### config.mk
export PLATFORM = sky130hd
export DESIGN_NAME = rtc_drift_compensator
export DESIGN_NICKNAME = d
export VERILOG_FILES = /design/src/rtl/core/rtcdc_pkg.sv /design/src/rtl/core/rtcdc_divider.sv /design/src/rtl/core/rtc_drift_compensator.sv
export SDC_FILE = /design/constraint.sdc
export NUM_CORES = 1
export LEC_CHECK = 0
export ABC_CLOCK_PERIOD_IN_PS = 12700
export BUFFER_PORTS_ARGS = -buffer_cell sky130_fd_sc_hd__buf_4
export CAP_MARGIN = 15
export CORE_MARGIN = 3
export CORE_UTILIZATION = 60
export DETAILED_ROUTE_END_ITERATION = 12
export PLACE_DENSITY = 0.79
export SYNTH_ARGS = -nofsm -noshare
export SYNTH_HDL_FRONTEND = slang
export SYNTH_SLANG_ARGS = --single-unit
### constraint.sdc
create_clock -name i_clk -period 12.7 [get_ports i_clk]
set_clock_uncertainty 0.2 [all_clocks]
set_input_delay 2.54 -clock i_clk [delete_from_list [all_inputs] [get_ports i_clk]]
set_output_delay 2.54 -clock i_clk [all_outputs]
set_load 0.02 [all_outputs]
### src/rtl/core/rtcdc_pkg.sv
// ----------------------------------------------------------------------------
// rtcdc_pkg
// Shared types and constants for the RTC drift compensator.
// ----------------------------------------------------------------------------
package rtcdc_pkg;

    localparam int DEF_TIME_BITS  = 32;
    localparam int DEF_DRIFT_BITS = 16;

    localparam int CFG_INDEX_BITS = 2;
    localparam int CFG_DATA_BITS  = 32;
    localparam int INTERVAL_BITS  = 32;
    localparam int THRESH_BITS    = 16;

    localparam int INTERVAL_RESET = 24 * 60 * 60;
    localparam int THRESH_RESET   = 100;

    localparam int TRIM_BITS  = 7;
    localparam int TRIM_SCALE = 1048576;
    localparam int TRIM_MAX   = 127;
    localparam int TRIM_LIMIT = TRIM_SCALE / TRIM_MAX;
    localparam int SCALE_BITS = 21;

    localparam int STATUS_BITS = 3;

    typedef enum logic [1:0] {
        MODE_SYNC      = 2'd0,
        MODE_CALIBRATE = 2'd1,
        MODE_ADJUST    = 2'd2,
        MODE_CLEAR     = 2'd3
    } t_mode;

    typedef enum logic [STATUS_BITS-1:0] {
        ST_DONE        = 3'd0,
        ST_TOO_SOON    = 3'd1,
        ST_NOT_CAL     = 3'd2,
        ST_ALREADY_CAL = 3'd3,
        ST_ZERO_DRIFT  = 3'd4
    } t_status;

    typedef enum logic [CFG_INDEX_BITS-1:0] {
        CFG_MIN_INTERVAL = 2'd0,
        CFG_GRAN_THRESH  = 2'd1
    } t_cfg_reg;

endpackage

### src/rtl/core/rtcdc_divider.sv
// ----------------------------------------------------------------------------
// rtcdc_divider
// Unsigned restoring divider, one quotient bit per cycle.
// ----------------------------------------------------------------------------
module rtcdc_divider #(
    parameter int WIDTH = 32
) (
    input  logic             i_clk,
    input  logic             i_rst_n,
    input  logic             i_start,
    input  logic [WIDTH-1:0] i_dividend,
    input  logic [WIDTH-1:0] i_divisor,
    output logic             o_done,
    output logic [WIDTH-1:0] o_quotient
);

    localparam int CNT_BITS = $clog2(WIDTH + 1);

    logic                r_busy;
    logic                r_done;
    logic [CNT_BITS-1:0] r_cnt;
    logic [WIDTH-1:0]    r_rem;
    logic [WIDTH-1:0]    r_quo;
    logic [WIDTH-1:0]    r_divisor;

    logic [WIDTH:0]      w_shift;
    logic [WIDTH:0]      w_trial;
    logic                w_fit;

    assign w_shift = {r_rem, r_quo[WIDTH-1]};
    assign w_trial = w_shift - {1'b0, r_divisor};
    assign w_fit   = ~w_trial[WIDTH];

    always_ff @(posedge i_clk) begin
        if (!i_rst_n) begin
            r_busy <= 1'b0;
            r_done <= 1'b0;
            r_cnt  <= '0;
        end else begin
            r_done <= 1'b0;
            if (i_start) begin
                r_busy    <= 1'b1;
                r_cnt     <= CNT_BITS'(WIDTH);
                r_rem     <= '0;
                r_quo     <= i_dividend;
                r_divisor <= i_divisor;
            end else if (r_busy) begin
                r_rem <= w_fit ? w_trial[WIDTH-1:0] : w_shift[WIDTH-1:0];
                r_quo <= {r_quo[WIDTH-2:0], w_fit};
                r_cnt <= r_cnt - 1'b1;
                if (r_cnt == CNT_BITS'(1)) begin
                    r_busy <= 1'b0;
                    r_done <= 1'b1;
                end
            end
        end
    end

    assign o_done     = r_done;
    assign o_quotient = r_quo;

endmodule

### src/rtl/core/rtc_drift_compensator.sv
// ----------------------------------------------------------------------------
// rtc_drift_compensator
// Sync, calibrate, adjust and clear events for an RTC with drift tracking.
// ----------------------------------------------------------------------------
// Steps: each event passes DIFF and EVAL; calibrate and adjust with a division
// then run the shared radix-2 divider in DIV and go on to APPLY, and a calibration
// that programs the trim divides again in TRIM; every event ends in OUT.
// Throughput: one event at a time; o_stall stays high until OUT is left.
// Reset (synchronous, active low) clears the adjust time, drift and trim and
// loads the configuration defaults; no clearing pass.
module rtc_drift_compensator #(
    parameter int TIME_BITS  = rtcdc_pkg::DEF_TIME_BITS,
    parameter int DRIFT_BITS = rtcdc_pkg::DEF_DRIFT_BITS
) (
    input  logic                                 i_clk,
    input  logic                                 i_rst_n,
    // input channel
    input  logic                                 i_valid,
    output logic                                 o_stall,
    input  logic [1:0]                           i_mode,
    input  logic [TIME_BITS-1:0]                 i_rtc_now,
    input  logic [TIME_BITS-1:0]                 i_reference_time,
    // output channel
    output logic                                 o_valid,
    input  logic                                 i_stall,
    output logic                                 o_set_rtc,
    output logic [TIME_BITS-1:0]                 o_new_rtc_time,
    output logic [rtcdc_pkg::STATUS_BITS-1:0]    o_status,
    output logic                                 o_low_granularity,
    output logic [rtcdc_pkg::TRIM_BITS-1:0]      o_trim_value,
    output logic signed [DRIFT_BITS-1:0]         o_drift_report,
    // configuration
    input  logic                                 i_cfg_valid,
    output logic                                 o_cfg_ready,
    input  logic [rtcdc_pkg::CFG_INDEX_BITS-1:0] i_cfg_index,
    input  logic [rtcdc_pkg::CFG_DATA_BITS-1:0]  i_cfg_data
);

    localparam int MAX_TD   = (TIME_BITS > DRIFT_BITS) ? TIME_BITS : DRIFT_BITS;
    localparam int DIV_BITS = (MAX_TD > rtcdc_pkg::SCALE_BITS) ? MAX_TD
                                                               : rtcdc_pkg::SCALE_BITS;
    localparam int CW       = MAX_TD + 2;
    localparam int LW       = (TIME_BITS > rtcdc_pkg::THRESH_BITS) ? TIME_BITS
                                                                   : rtcdc_pkg::THRESH_BITS + 1;
    localparam int CMPW     = (TIME_BITS > rtcdc_pkg::INTERVAL_BITS) ? TIME_BITS
                                                                     : rtcdc_pkg::INTERVAL_BITS;

    localparam longint DRIFT_MAX_L = (longint'(1) << (DRIFT_BITS - 1)) - 1;
    localparam longint DRIFT_MIN_L = -DRIFT_MAX_L - 1;
    localparam longint UPPER_L     = (DRIFT_MAX_L < rtcdc_pkg::TRIM_LIMIT) ? DRIFT_MAX_L
                                                                          : rtcdc_pkg::TRIM_LIMIT;
    localparam logic signed [CW-1:0] C_UPPER = CW'(UPPER_L);
    localparam logic signed [CW-1:0] C_DMIN  = CW'(DRIFT_MIN_L);
    localparam logic signed [CW-1:0] C_LIMIT = CW'(rtcdc_pkg::TRIM_LIMIT);

    typedef enum logic [6:0] {
        S_IDLE  = 7'b0000001,
        S_DIFF  = 7'b0000010,
        S_EVAL  = 7'b0000100,
        S_DIV   = 7'b0001000,
        S_APPLY = 7'b0010000,
        S_TRIM  = 7'b0100000,
        S_OUT   = 7'b1000000
    } t_state;

    t_state                                  r_state;
    t_state                                  n_state;

    rtcdc_pkg::t_mode                        r_mode;
    logic [TIME_BITS-1:0]                    r_now;
    logic [TIME_BITS-1:0]                    r_ref;
    logic [TIME_BITS-1:0]                    r_d0;
    logic [TIME_BITS-1:0]                    r_d1;
    logic                                    r_neg;
    logic [TIME_BITS-1:0]                    r_q;

    logic [TIME_BITS-1:0]                    r_last;
    logic [DRIFT_BITS-1:0]                   r_drift;
    logic [rtcdc_pkg::TRIM_BITS-1:0]         r_trim;

    logic [rtcdc_pkg::INTERVAL_BITS-1:0]     r_min_int;
    logic [rtcdc_pkg::THRESH_BITS-1:0]       r_thr;

    logic                                    r_set;
    logic [TIME_BITS-1:0]                    r_newt;
    rtcdc_pkg::t_status                      r_status;
    logic                                    r_lowg;

    // divider hookup
    logic                                    w_div_start;
    logic [DIV_BITS-1:0]                     w_dividend;
    logic [DIV_BITS-1:0]                     w_divisor;
    logic                                    w_div_done;
    logic [DIV_BITS-1:0]                     w_div_quo;

    logic signed [DIV_BITS-1:0]              w_d0_s;
    logic signed [DIV_BITS-1:0]              w_d1_s;
    logic signed [DIV_BITS-1:0]              w_drift_s;
    logic [DIV_BITS-1:0]                     w_d0_abs;
    logic [DIV_BITS-1:0]                     w_d1_abs;
    logic [DIV_BITS-1:0]                     w_drift_abs;
    logic [DIV_BITS-1:0]                     w_q_signed;

    logic signed [LW-1:0]                    w_drift_cmp;
    logic signed [LW-1:0]                    w_thr_cmp;
    logic                                    w_lowg;
    logic                                    w_too_soon;
    logic                                    w_drift_zero;
    logic signed [CW-1:0]                    w_qx;
    logic                                    w_q_trim;
    logic                                    w_q_fits;

    assign w_d0_s      = DIV_BITS'($signed(r_d0));
    assign w_d1_s      = DIV_BITS'($signed(r_d1));
    assign w_drift_s   = DIV_BITS'($signed(r_drift));
    assign w_d0_abs    = w_d0_s[DIV_BITS-1]    ? DIV_BITS'(-w_d0_s)    : DIV_BITS'(w_d0_s);
    assign w_d1_abs    = w_d1_s[DIV_BITS-1]    ? DIV_BITS'(-w_d1_s)    : DIV_BITS'(w_d1_s);
    assign w_drift_abs = w_drift_s[DIV_BITS-1] ? DIV_BITS'(-w_drift_s) : DIV_BITS'(w_drift_s);
    assign w_q_signed  = r_neg ? DIV_BITS'(-w_div_quo) : w_div_quo;

    assign w_drift_cmp  = LW'($signed(r_d0));
    assign w_thr_cmp    = $signed(LW'(r_thr));
    assign w_lowg       = w_drift_cmp < w_thr_cmp;
    assign w_too_soon   = r_d0[TIME_BITS-1] || (CMPW'(r_d0) < CMPW'(r_min_int));
    assign w_drift_zero = (r_drift == '0);

    assign w_qx     = CW'($signed(r_q));
    assign w_q_trim = w_qx > C_LIMIT;
    assign w_q_fits = (w_qx > C_DMIN) && (w_qx <= C_UPPER);

    // divider operand select: event division from EVAL, trim division from APPLY
    always_comb begin
        w_div_start = 1'b0;
        w_dividend  = w_d1_abs;
        w_divisor   = w_d0_abs;
        if (r_state == S_EVAL) begin
            if (r_mode == rtcdc_pkg::MODE_CALIBRATE) begin
                w_div_start = w_drift_zero && (r_d0 != '0);
            end else if (r_mode == rtcdc_pkg::MODE_ADJUST) begin
                w_div_start = !w_too_soon && !w_drift_zero;
                w_dividend  = w_d0_abs;
                w_divisor   = w_drift_abs;
            end
        end else if (r_state == S_APPLY) begin
            w_div_start = (r_mode == rtcdc_pkg::MODE_CALIBRATE) && w_q_trim;
            w_dividend  = DIV_BITS'(rtcdc_pkg::TRIM_SCALE);
            w_divisor   = DIV_BITS'(r_q);
        end
    end

    rtcdc_divider #(
        .WIDTH      (DIV_BITS)
    ) u_divider (
        .i_clk      (i_clk),
        .i_rst_n    (i_rst_n),
        .i_start    (w_div_start),
        .i_dividend (w_dividend),
        .i_divisor  (w_divisor),
        .o_done     (w_div_done),
        .o_quotient (w_div_quo)
    );

    always_comb begin
        n_state = r_state;
        unique case (r_state)
            S_IDLE:  if (i_valid) n_state = S_DIFF;
            S_DIFF:  n_state = S_EVAL;
            S_EVAL:  n_state = w_div_start ? S_DIV : S_OUT;
            S_DIV:   if (w_div_done) n_state = S_APPLY;
            S_APPLY: n_state = w_div_start ? S_TRIM : S_OUT;
            S_TRIM:  if (w_div_done) n_state = S_OUT;
            S_OUT:   if (!i_stall) n_state = S_IDLE;
            default: n_state = S_IDLE;
        endcase
    end

    always_ff @(posedge i_clk) begin
        if (!i_rst_n) begin
            r_state <= S_IDLE;
        end else begin
            r_state <= n_state;
        end
    end

    // configuration registers
    always_ff @(posedge i_clk) begin
        if (!i_rst_n) begin
            r_min_int <= rtcdc_pkg::INTERVAL_BITS'(rtcdc_pkg::INTERVAL_RESET);
            r_thr     <= rtcdc_pkg::THRESH_BITS'(rtcdc_pkg::THRESH_RESET);
        end else if (i_cfg_valid) begin
            if (i_cfg_index == rtcdc_pkg::CFG_MIN_INTERVAL) begin
                r_min_int <= i_cfg_data[rtcdc_pkg::INTERVAL_BITS-1:0];
            end else if (i_cfg_index == rtcdc_pkg::CFG_GRAN_THRESH) begin
                r_thr <= i_cfg_data[rtcdc_pkg::THRESH_BITS-1:0];
            end
        end
    end

    // event state and datapath
    always_ff @(posedge i_clk) begin
        if (!i_rst_n) begin
            r_last  <= '0;
            r_drift <= '0;
            r_trim  <= '0;
        end else begin
            unique case (r_state)
                S_IDLE: begin
                    if (i_valid) begin
                        r_mode <= rtcdc_pkg::t_mode'(i_mode);
                        r_now  <= i_rtc_now;
                        r_ref  <= i_reference_time;
                    end
                end
                S_DIFF: begin
                    r_d0 <= r_now - ((r_mode == rtcdc_pkg::MODE_CALIBRATE) ? r_ref : r_last);
                    r_d1 <= r_ref - r_last;
                end
                S_EVAL: begin
                    r_set    <= 1'b0;
                    r_newt   <= '0;
                    r_status <= rtcdc_pkg::ST_DONE;
                    r_lowg   <= 1'b0;
                    unique case (r_mode)
                        rtcdc_pkg::MODE_SYNC: begin
                            r_set  <= 1'b1;
                            r_newt <= r_ref;
                            r_last <= r_ref;
                        end
                        rtcdc_pkg::MODE_CALIBRATE: begin
                            if (!w_drift_zero) begin
                                r_status <= rtcdc_pkg::ST_ALREADY_CAL;
                            end else begin
                                r_lowg <= w_lowg;
                                r_neg  <= r_d1[TIME_BITS-1] ^ r_d0[TIME_BITS-1];
                                if (r_d0 == '0) begin
                                    r_status <= rtcdc_pkg::ST_ZERO_DRIFT;
                                end
                            end
                        end
                        rtcdc_pkg::MODE_ADJUST: begin
                            r_neg <= r_drift[DRIFT_BITS-1];
                            if (w_too_soon) begin
                                r_status <= rtcdc_pkg::ST_TOO_SOON;
                            end else if (w_drift_zero) begin
                                r_status <= rtcdc_pkg::ST_NOT_CAL;
                            end
                        end
                        rtcdc_pkg::MODE_CLEAR: begin
                            r_drift <= '0;
                        end
                        default: begin
                            r_drift <= '0;
                        end
                    endcase
                end
                S_DIV: begin
                    if (w_div_done) begin
                        r_q <= w_q_signed[TIME_BITS-1:0];
                    end
                end
                S_APPLY: begin
                    if (r_mode == rtcdc_pkg::MODE_ADJUST) begin
                        r_set  <= 1'b1;
                        r_newt <= r_now - r_q;
                        r_last <= r_now - r_q;
                    end else if (!w_q_trim) begin
                        // out-of-range quotients leave the drift cleared
                        r_drift <= w_q_fits ? DRIFT_BITS'(w_qx) : '0;
                    end
                end
                S_TRIM: begin
                    if (w_div_done) begin
                        r_trim  <= w_div_quo[rtcdc_pkg::TRIM_BITS-1:0];
                        r_drift <= '0;
                    end
                end
                S_OUT: begin
                end
                default: begin
                end
            endcase
        end
    end

    assign o_stall           = (r_state != S_IDLE);
    assign o_valid           = (r_state == S_OUT);
    assign o_set_rtc         = r_set;
    assign o_new_rtc_time    = r_newt;
    assign o_status          = r_status;
    assign o_low_granularity = r_lowg;
    assign o_trim_value      = r_trim;
    assign o_drift_report    = $signed(r_drift);
    assign o_cfg_ready       = 1'b1;

endmodule
==> impl_results.md, run 1 <==
- Status: complete, no violations
- Post-DP HPWL: approximately 55000 um
- Number of synthesized register bits: 414
- Post-CTS setup buffer count: 0
- Detailed Routing Iterations Pass 1: 7
- Worst slew pin tran: between 1 and 1.5 ns
- Core ar.: around 42000 um2
- Async S/R FF share, synth: 0%
- Power density cells: roughly 120 nW/um2
- Max_slew headroom: roughly a quarter
- LEAKAGE: roughly 11 nW
- Drt wl/cell: 21.7 um
- Post-synth EDFFs: 296
- Crit-path slowest cell: nor4_1
- Max VDD drop: ~0.11 mV
- Die W: roughly 210 um
- Post-synth cell types: 90
- Pin count of the biggest net entering global routing: 71
- Min-delay worst type: reg2reg
- CP bufs+invs: 1
- Clk pin slew, worst setup/hold paths: approximately 0.060 ns
- Clk_lat worst skew: ~0.59 ns
- CTS tree: done
- Placement row count: 75
- CTS max path bufs: 3
- Final Non-Filler Cells: between 3000 and 4000
- Tcrit/Tclk final: 41.5%
- Routed WL: approximately 72000 um
- Post-Syn Nets: 2913
- GP Congestion: 1.01
- DRC Markers: 0
- Vias: roughly 21000
- Post-cts sizing count: 0
- Worst reg2reg setup slack: ~7.6 ns
- Post-layout util: 68.2%
- Fmax: around 0.19 GHz
- Yosys warns: 0
- Largest stage delay, worst path: 0.74 ns
- RSZ-0062 raised after global routing: no
- Layout cell share with drive strength beyond 1: 10.8%
- Initial Util: roughly three fifths
- Count of hold-fix buffers inserted at cts: 0
- CP cell instances: nor4_1 -> nand3_1 -> buf_4
- Netlist Area Pre-Place: between 20000 and 30000 um2
- WP data arrival: approximately 2.5 ns
- Total grt overflow: 0
- Final-report setup violation count: 0
- DR vias/cell: 6.34
- Clock root buffer: clkbuf_16
- Worst setup SP type: register
- Register area: 11300 um2
- CP required: ~10 ns
- Area Growth Syn to Fin: 12.1%
- Number of CTS-inserted buffers: 43
- Worst Path Max Fanout: 7
- Final Power: 3.38 mW
- Nets: 3048
- Synthesized area per cell: about 10 um2
- Main synth FF type: edfxtp_1
- I/O pin cnt: about 170
- DRT antenna net count: 0
- Die area: roughly 45000 um2
- Critical path type: reg2out
- Clock sink count: 414
- Nature of the critical path endpoint: output pin
- CP top delay family: simple AND/OR/NAND/NOR gates
- Register area share after synthesis: a little over two fifths
- Initial antenna violation count: 0
- First-pass GRT wire length: approximately 110000 um
- Max-cap violation count: 0
- Fin. Hold Viols: 0
- Vias in the first global route: around 20000
- Port Buffers: approximately 170
- Multi-input logic area: ~13000 um2
- Tmin final: ~5.3 ns
- Slew Limit Fails: 0
- Total global-route track usage: between 30% and 40%
- Synth Instances: between 2000 and 3000
- Die span in y: about 210 um
- Placed cells: 3251
- # diodes: 0
- Setup TNS: 0 ns
- DRT iter0 DRCs: around 2600
- Max H-tree Level: 2
- Filler Cell Count: ~3200
[cell families (layout without fill, tap and decap cells)]
family | count (synthesis) | in the layout | share of synthesized area (%)
fa+ha+maj | 185 | 185 | 9.17
simple gates | 738 | 738 | 13.6
xor+xnor | 206 | 206 | 7.05
flops | 414 | 414 | 44.0
buf+inv | 281 | 451 | 4.41
mux | 74 | 74 | 2.91
other cells | 1 | 1 | 0.0147
compound gates | 724 | 724 | 18.9
[tightest hold or removal path: stages (launching register included)]
cell and delay (ns):
dfxtp_1 0.31, nand2_1 0.05, a21oi_1 0.05
[Yosys cell counts (all sizes together), types with 5 or more instances]
cell type	number	area (um2)
o221ai	26	234
and4	6	52.6
nand3	32	165
nor2	185	694
o31ai	33	248
a221oi	16	140
clkbuf	71	278
edfxtp	296	8890
o31a	10	87.6
a211oi	26	200
a21o	80	601
a211o	6	52.6
or2	12	75.1
nand3b	9	67.6
or3	30	195
buf	25	149
o21a	48	360
o22ai	13	81.3
a31oi	9	56.3
a21oi	197	986
nand2	281	1050
o211ai	21	158
o41ai	13	121
and2	15	93.8
dfxtp	118	2360
xnor2	127	1110
nand4	22	138
and3	12	75.1
nor3	37	201
o21ai	125	626
a22oi	32	240
ha	181	2260
nor4	19	125
inv	184	691
xor2	79	692
nand2b	28	175
a2111oi	5	43.8
a221o	5	50.1
or4	16	135
nor2b	23	144
mux2i	71	711
o21bai	13	97.6
nor3b	6	45.0
[per-stage QoR]
step / hold WS (ns) / setup slack [ns] / instance area [um2]
4_1_cts: 0.254 / 7.49 / 28700
3_5_place_dp: 0.246 / 7.17 / 27300
6_report: 0.256 / 7.43 / 28700
2_1_floorplan: 0.236 / 4.60 / 25600
5_1_grt: 0.270 / 7.33 / 28700
3_3_place_gp: 0.245 / 7.22 / 27300
[power breakdown]
| group | switching [mW] | total [mW] | internal, mW |
|---|---|---|---|
| clock | 0.535 | 1.26 | 0.725 |
| combinational | 0.325 | 0.546 | 0.221 |
| sequential | 0.0512 | 1.57 | 1.52 |
[cell type report]
| type | count | share of cell area, % |
|---|---|---|
| clock buffer | 59 | 4.32 |
| timing repair buffer | 187 | 4.94 |
| tap | 539 | 2.35 |
| sequential | 414 | 39.2 |
| clock inverter | 21 | 0.567 |
| inverter | 184 | 2.41 |
| multi-input combinational | 1928 | 46.2 |
[sequential cells by signal, summed over array words and instances, names as in the netlist, 16 cells and up]
signal and cells:
r_last 32, r_d1 32, u_divider.o_quotient 32, o_drift_report 16
r_min_int 32, r_thr 16, r_q 32, r_d0 32
o_new_rtc_time 32, u_divider.r_rem 32, r_ref 32, r_now 32
u_divider.r_divisor 32
[final timing paths]
check,cells past startpoint,start,endpoint
worst max-delay path,3,r_state[5],o_stall
worst min-delay path,2,r_min_int[24],r_min_int[24]
worst max register to register,15,r_mode[1],r_d0[30]
worst min register to register,2,r_min_int[24],r_min_int[24]
[per-layer routing]
metal	GRT usage (%)	part of all wire, %	up-vias
li1	-	-	9867
met4	11.7	3.8	0
met3	5.33	8.7	167
met2	50.6	45	992
met1	43.7	42	10084
met5	0	0	-
[cells in the final DEF, fill, tap and decap left out, drive strengths merged, types with 19 or more instances in the layout]
master | synthesis | final
nor3 | 37 | 37
nor4 | 19 | 19
o21a | 48 | 48
inv | 184 | 187
buf | 25 | 187
dfxtp | 118 | 118
o21ai | 125 | 125
a22oi | 32 | 32
nor2b | 23 | 23
a21o | 80 | 80
or3 | 30 | 30
o31ai | 33 | 33
nand2b | 28 | 28
o221ai | 26 | 26
clkbuf | 71 | 59
mux2i | 71 | 71
xor2 | 79 | 79
xnor2 | 127 | 127
nand2 | 281 | 281
ha | 181 | 181
nor2 | 185 | 185
edfxtp | 296 | 296
o211ai | 21 | 21
nand3 | 32 | 32
nand4 | 22 | 22
a211oi | 26 | 26
a21oi | 197 | 197
Power figures use the tool's default switching activity.
==> run 2, diff against run 1 <==
Settings changed: ABC_CLOCK_PERIOD_IN_PS 12700 to 5400.
Clock period 12.7 ns to 5.4 ns, I/O delays scaled along.
==> impl_results.md, run 2 (synthesis gave the netlist of run 1 again) <==
- Tmin final: around 4.7 ns
- CTS tree: done (unchanged)
- Initial antenna violation count: 0 (unchanged)
- Placement row count: 75 (unchanged)
- Total grt overflow: 0 (unchanged)
- Layout cell share with drive strength beyond 1: 11.3% (was 10.8%)
- Crit-path slowest cell: ha_2 (was nor4_1)
- Clock root buffer: clkbuf_16 (unchanged)
- Pin count of the biggest net entering global routing: 101 (was 71)
- Post-DP HPWL: 55000 um (was 54700 um)
- DRT antenna net count: 0 (unchanged)
- Max H-tree Level: 2 (unchanged)
- Worst setup path startpoint: r_mode[1] (was r_state[5])
- GR Layer Usage met1: 43.3% (was 43.7%)
- Setup TNS: 0 ns (unchanged)
- Detailed Routing Iterations Pass 1: 6 (was 7)
- Worst Path Max Fanout: 23 (was 7)
- CP bufs+invs: 2 (was 1)
- RSZ-0062 raised after global routing: no (unchanged)
- Port Buffers: 166 (unchanged)
- Final Power: 8.30 mW (was 3.38 mW)
- Number of CTS-inserted buffers: 47 (was 43)
- Largest stage delay, worst path: 0.62 ns (was 0.74 ns)
- Vias: 21315 (was 21110)
- Clk_lat worst skew: 0.58 ns (was 0.59 ns)
- CP top delay family: compound AO/OA/AOI/OAI gates (was simple AND/OR/NAND/NOR gates)
- Total global-route track usage: 32.3% (was 31.7%)
- Status: complete, no violations (unchanged)
- Min-delay worst type: reg2reg (unchanged)
- Post-layout util: 68.8% (was 68.2%)
- Worst reg2reg setup slack: 0.68 ns (was 7.56 ns)
- First-pass GRT wire length: 114000 um (was 111000 um)
- Vias in the first global route: 20755 (was 20097)
- Routed WL: 73500 um (was 72300 um)
- DR vias/cell: 6.38 (was 6.34)
- DRT iter0 DRCs: 2445 (was 2582)
- Max_slew headroom: 22.9% (was 23.6%)
- Die span in y: 212 um (unchanged)
- Worst setup SP type: register (unchanged)
- LEAKAGE: 11.4 nW (was 11.3 nW)
- Tcrit/Tclk final: 87.4%
- CTS max path bufs: 3 (unchanged)
- Initial Util: 60.9% (unchanged)
- Core ar.: 42000 um2 (unchanged)
- # diodes: 0 (unchanged)
- Fmax: 0.212 GHz
- Drt wl/cell: 22.0 um (was 21.7 um)
- RR Endpoint: r_d0[29] (was r_d0[30])
- Post-CTS setup buffer count: 0 (unchanged)
- Die area: 45100 um2 (unchanged)
- Nets: 3054 (was 3048)
- Grt met3 use: 5.61% (was 5.33%)
- Final-report setup violation count: 0 (unchanged)
- Critical path type: reg2reg (was reg2out)
- GP Congestion: 0.994 (was 1.01)
- Met2 GRT Util: 53.0% (was 50.6%)
- Max-cap violation count: 0 (unchanged)
- Area Growth Syn to Fin: 13.1% (was 12.1%)
- CP required: 5.53 ns (was 9.96 ns)
- CP cell instances: inv_1 -> ha_2 -> buf_4 -> mux2i_1 -> ha_1 -> and3_1 -> a221o_1 -> a211oi_1 -> o311a_1 -> a21oi_1 -> a311o_1 -> a221oi_1 -> xnor2_1 (was nor4_1 -> nand3_1 -> buf_4)
- Max VDD drop: 0.230 mV (was 0.105 mV)
- DRC Markers: 0 (unchanged)
- Count of hold-fix buffers inserted at cts: 0 (unchanged)
- Busiest grt layer: met2 (unchanged)
- Fin. Hold Viols: 0 (unchanged)
- Final Non-Filler Cells: 3340 (was 3332)
- CP Depth: 13 (was 3)
- Die W: 212 um (unchanged)
- Placed cells: 3254 (was 3251)
- Filler Cell Count: 3158 (was 3174)
- Most common cell after layout, fill and taps aside: edfxtp_1 (unchanged)
- Clock sink count: 414 (unchanged)
- Power density cells: 287 nW/um2 (was 118 nW/um2)
- Slew Limit Fails: 0 (unchanged)
- RR Startpoint: r_mode[1] (unchanged)
- Crit path capture: r_d0[29] (was o_stall)
- Worst slew pin tran: 1.15 ns (was 1.14 ns)
- Register-to-Register Path Depth: 13 (was 15)
- I/O pin cnt: 168 (unchanged)
- Post-cts sizing count: 0 (unchanged)
- Nature of the critical path endpoint: register (was output pin)
- Commonest non-fill, non-tap cells in the layout: edfxtp_1 (296), nand2_1 (281), a21oi_1 (195), buf_4 (187), inv_1 (183) (was edfxtp_1 (296), nand2_1 (281), a21oi_1 (195), buf_4 (186), inv_1 (183))
- WP data arrival: 4.85 ns (was 2.53 ns)
- Clk pin slew, worst setup/hold paths: 0.06 ns (about the same)
run 2: stage by stage:
stage               hold WS [ns]  cell area [um2]  worst slack [ns]
finish                     0.256            28900             0.680
global route               0.276            28900             0.392
CTS                        0.255            28900             0.731
detailed placement         0.247            27300             0.728
global placement           0.244            27300             0.885
floorplan                  0.236            25600             0.632
run 2: how the worst min path moves through the flow:
stage / start / to / depth (start not counted)
finish: r_min_int[18] / r_min_int[18] / 2
floorplan: r_min_int[10] / r_min_int[10] / 2
detailed placement: r_thr[15] / r_thr[15] / 2
global placement: r_min_int[1] / r_min_int[1] / 2
CTS: r_thr[15] / r_thr[15] / 2
global route: r_min_int[3] / r_min_int[3] / 2
run 2: area by class of cell:
class	count	area, um2	area share [%]
clock buffer	64	1390	4.79
multi-input combinational	1928	13300	45.8
timing repair buffer	189	1440	4.99
clock inverter	22	226	0.783
sequential	414	11300	38.9
inverter	184	692	2.39
tap	539	674	2.33
run 2: routing by layer:
layer  vias to the layer above  part of all wire (%)
met5                         -                     0
met4                         0                   3.5
met3                       152                   8.4
met2                      1025                    47
met1                     10249                    41
li1                       9889                     -
run 2: worst min-delay path, cell delays in order, from the launching register on:
cell,delay (ns)
dfxtp_1,0.31
nand2_1,0.05
a21oi_1,0.05
run 2: report_power, final:
part	total (mW)	internal (mW)	switching [mW]
clock	3.32	1.99	1.32
sequential	3.70	3.57	0.129
combinational	1.29	0.524	0.763
total	8.30	6.09	2.22
==> run 3, diff against run 2 <==
Settings changed: ABC_CLOCK_PERIOD_IN_PS 5400 to 4000, CORE_UTILIZATION 60 to 56, PLACE_DENSITY 0.79 to 0.78.
Clock period 5.4 ns to 4 ns, I/O delays scaled along.
==> impl_results.md, run 3 (synthesis gave the netlist of run 1 again) <==
- Die W: 220 um (was 212 um)
- DRT iter0 DRCs: 2526 (was 2445)
- Pin count of the biggest net entering global routing: 96 (was 101)
- Switch share: 27.6% (was 26.7%)
- Post-layout util: 66.3% (was 68.8%)
- P_sw: 3.05 mW (was 2.22 mW)
- Total grt overflow: 0 (unchanged)
- Clock sink count: 414 (unchanged)
- Area Growth Syn to Fin: 15.8% (was 13.1%)
- Tcrit/Tclk final: 96.7% (was 87.4%)
- Setup TNS: 0 ns (unchanged)
- Setup ws final: 0.131 ns (was 0.680 ns)
- DRC Markers: 1 (was 0)
- Power density cells: 374 nW/um2 (was 287 nW/um2)
- Post-DP HPWL: 56400 um (was 55000 um)
- Count of hold-fix buffers inserted at cts: 0 (unchanged)
- Initial antenna violation count: 0 (unchanged)
- DR vias/cell: 6.28 (was 6.38)
- Slew Limit Fails: 0 (unchanged)
- Clock root buffer: clkbuf_16 (unchanged)
- Worst slew pin tran: 1.16 ns (was 1.15 ns)
- # diodes: 0 (unchanged)
- Placement Setup Slack: -0.217 ns (was 0.728 ns)
- Port Buffers: 166 (unchanged)
- Clock power frac: 38.1% (was 39.9%)
- Detailed Routing Iterations Pass 1: 12 (was 6)
- Total global-route track usage: 30.6% (was 32.3%)
- Drt wl/cell: 21.7 um (was 22.0 um)
- Placed cells: 3368 (was 3254)
- Max-cap violation count: 0 (unchanged)
- Die area: 48300 um2 (was 45100 um2)
- Worst setup SP type: register (unchanged)
- Routed WL: 75200 um (was 73500 um)
- Fmax: 0.258 GHz (was 0.212 GHz)
- Final Non-Filler Cells: 3458 (was 3340)
- Vias: 21719 (was 21315)
- Die span in y: 220 um (was 212 um)
- First-pass GRT wire length: 115000 um (was 114000 um)
- Status: finished with violations (was complete, no violations)
- Max VDD drop: 0.344 mV (was 0.230 mV)
- Max H-tree Level: 2 (unchanged)
- Nets: 3119 (was 3054)
- CTS tree: done (unchanged)
- CP required: 4.12 ns (was 5.53 ns)
- Final-report setup violation count: 0 (unchanged)
- Commonest non-fill, non-tap cells in the layout: edfxtp_1 (296), nand2_1 (281), buf_4 (239), a21oi_1 (193), inv_1 (183) (was edfxtp_1 (296), nand2_1 (281), a21oi_1 (195), buf_4 (187), inv_1 (183))
- Combinational power share: 17.0% (was 15.5%)
- Critical path type: reg2reg (unchanged)
- Placement row count: 77 (was 75)
- Nature of the critical path endpoint: register (unchanged)
- Number of CTS-inserted buffers: 47 (unchanged)
- Worst Path Max Fanout: 4 (was 23)
- Clk_lat worst skew: 0.59 ns (was 0.58 ns)
- DRT antenna net count: 0 (unchanged)
- Tmin final: 3.87 ns (was 4.72 ns)
- Core ar.: 44700 um2 (was 42000 um2)
- GP Congestion: 0.984 (was 0.994)
- I/O pin cnt: 168 (unchanged)
- Vias in the first global route: 20949 (was 20755)
- Internal power: 8.02 mW (was 6.09 mW)
- CTS max path bufs: 3 (unchanged)
- LEAKAGE: 11.7 nW (was 11.4 nW)
- Max_slew headroom: 22.1% (was 22.9%)
- Layout cell share with drive strength beyond 1: 13.8% (was 11.3%)
- Min-delay worst type: in2reg (was reg2reg)
- Share of power burned in registers: 44.9% (was 44.6%)
- Fin. Hold Viols: 0 (unchanged)
- Clk pin slew, worst setup/hold paths: 0.06 ns (about the same)
- Failing checks: DRC
- Initial Util: 57.2% (was 60.9%)
- WP data arrival: 3.99 ns (was 4.85 ns)
- Most common cell after layout, fill and taps aside: edfxtp_1 (unchanged)
==> run 3: changes by cell type in the layout (fill, tap and decap cells not counted), moves of 3 or more <==
cell | previous run | this run
a211oi_1 | 25 | 22
buf_12 | 2 | 15
buf_4 | 187 | 239
clkbuf_8 | 6 | 3
clkinv_1 | 2 | 8
==> run 3: metrics by stage <==
step | instance area (um2) | hold slack [ns] | power (mW)
floorplan | 25600 | 0.236 | 6.22
global placement | 28000 | 0.246 | 6.79
detailed placement | 28000 | 0.248 | 6.84
CTS | 29500 | 0.161 | 11.0
global route | 29600 | 0.174 | 11.5
finish | 29600 | 0.184 | 11.1
==> run 3: worst paths after layout <==
check	startpoint	to	slack [ns]	depth (start not counted)
worst max register to register	r_q[1]	o_new_rtc_time[31]	0.13	13
worst min-delay path	i_rtc_now[6]	r_now[6]	0.18	1
worst max-delay path	r_q[1]	o_new_rtc_time[31]	0.13	13
worst min register to register	r_thr[7]	r_thr[7]	0.26	2
==> run 3: critical path: stages, from the launching register on <==
cell,delay (ns)
edfxtp_1,0.49
inv_1,0.08
ha_1,0.26
nor2b_1,0.15
o31a_1,0.30
o31a_1,0.32
o2111a_1,0.31
o2111ai_1,0.38
a21oi_1,0.15
o211ai_1,0.19
buf_4,0.17
o31a_1,0.15
mux2i_1,0.32
nand2_1,0.12
==> run 3: repair_timing <==
| item | 4_1_cts | 5_1_grt |
|---|---|---|
| setup endpoints to repair | 4 | 42 |
| resized for setup | 5 | 19 |
| buffers inserted | 0 | 4 |
| pin swaps | 2 | 12 |
==> run 3: power by group through the flow <==
stage | Sequential (mW) | Clock [mW] | Combinational (mW)
floorplan | 5.01 | 0 | 1.22
global placement | 5.05 | 0 | 1.73
detailed placement | 5.05 | 0 | 1.79
CTS | 4.96 | 4.25 | 1.81
global route | 4.98 | 4.44 | 2.04
finish | 4.97 | 4.21 | 1.88
==> run 3: per-layer routing <==
metal | wire length [um] | global-route usage (%) | vias to the layer above | share of wire, %
li1 | - | - | 10023 | -
met1 | 30900 | 41.0 | 10439 | 41
met2 | 34800 | 50.1 | 1066 | 46
met3 | 6550 | 4.58 | 191 | 8.7
met4 | 2900 | 12.0 | 0 | 3.9
met5 | 0 | 0 | - | 0
==> run 3: area by class of cell <==
cell class              instances  area (um2)
clock buffers                  61        1300
clock inverters                25         181
fillers                      3463       15100
inverters                     184         692
multi-input cells            1928       13400
flip-flops and latches        414       11300
well taps                     592         741
repair buffers                254        2090
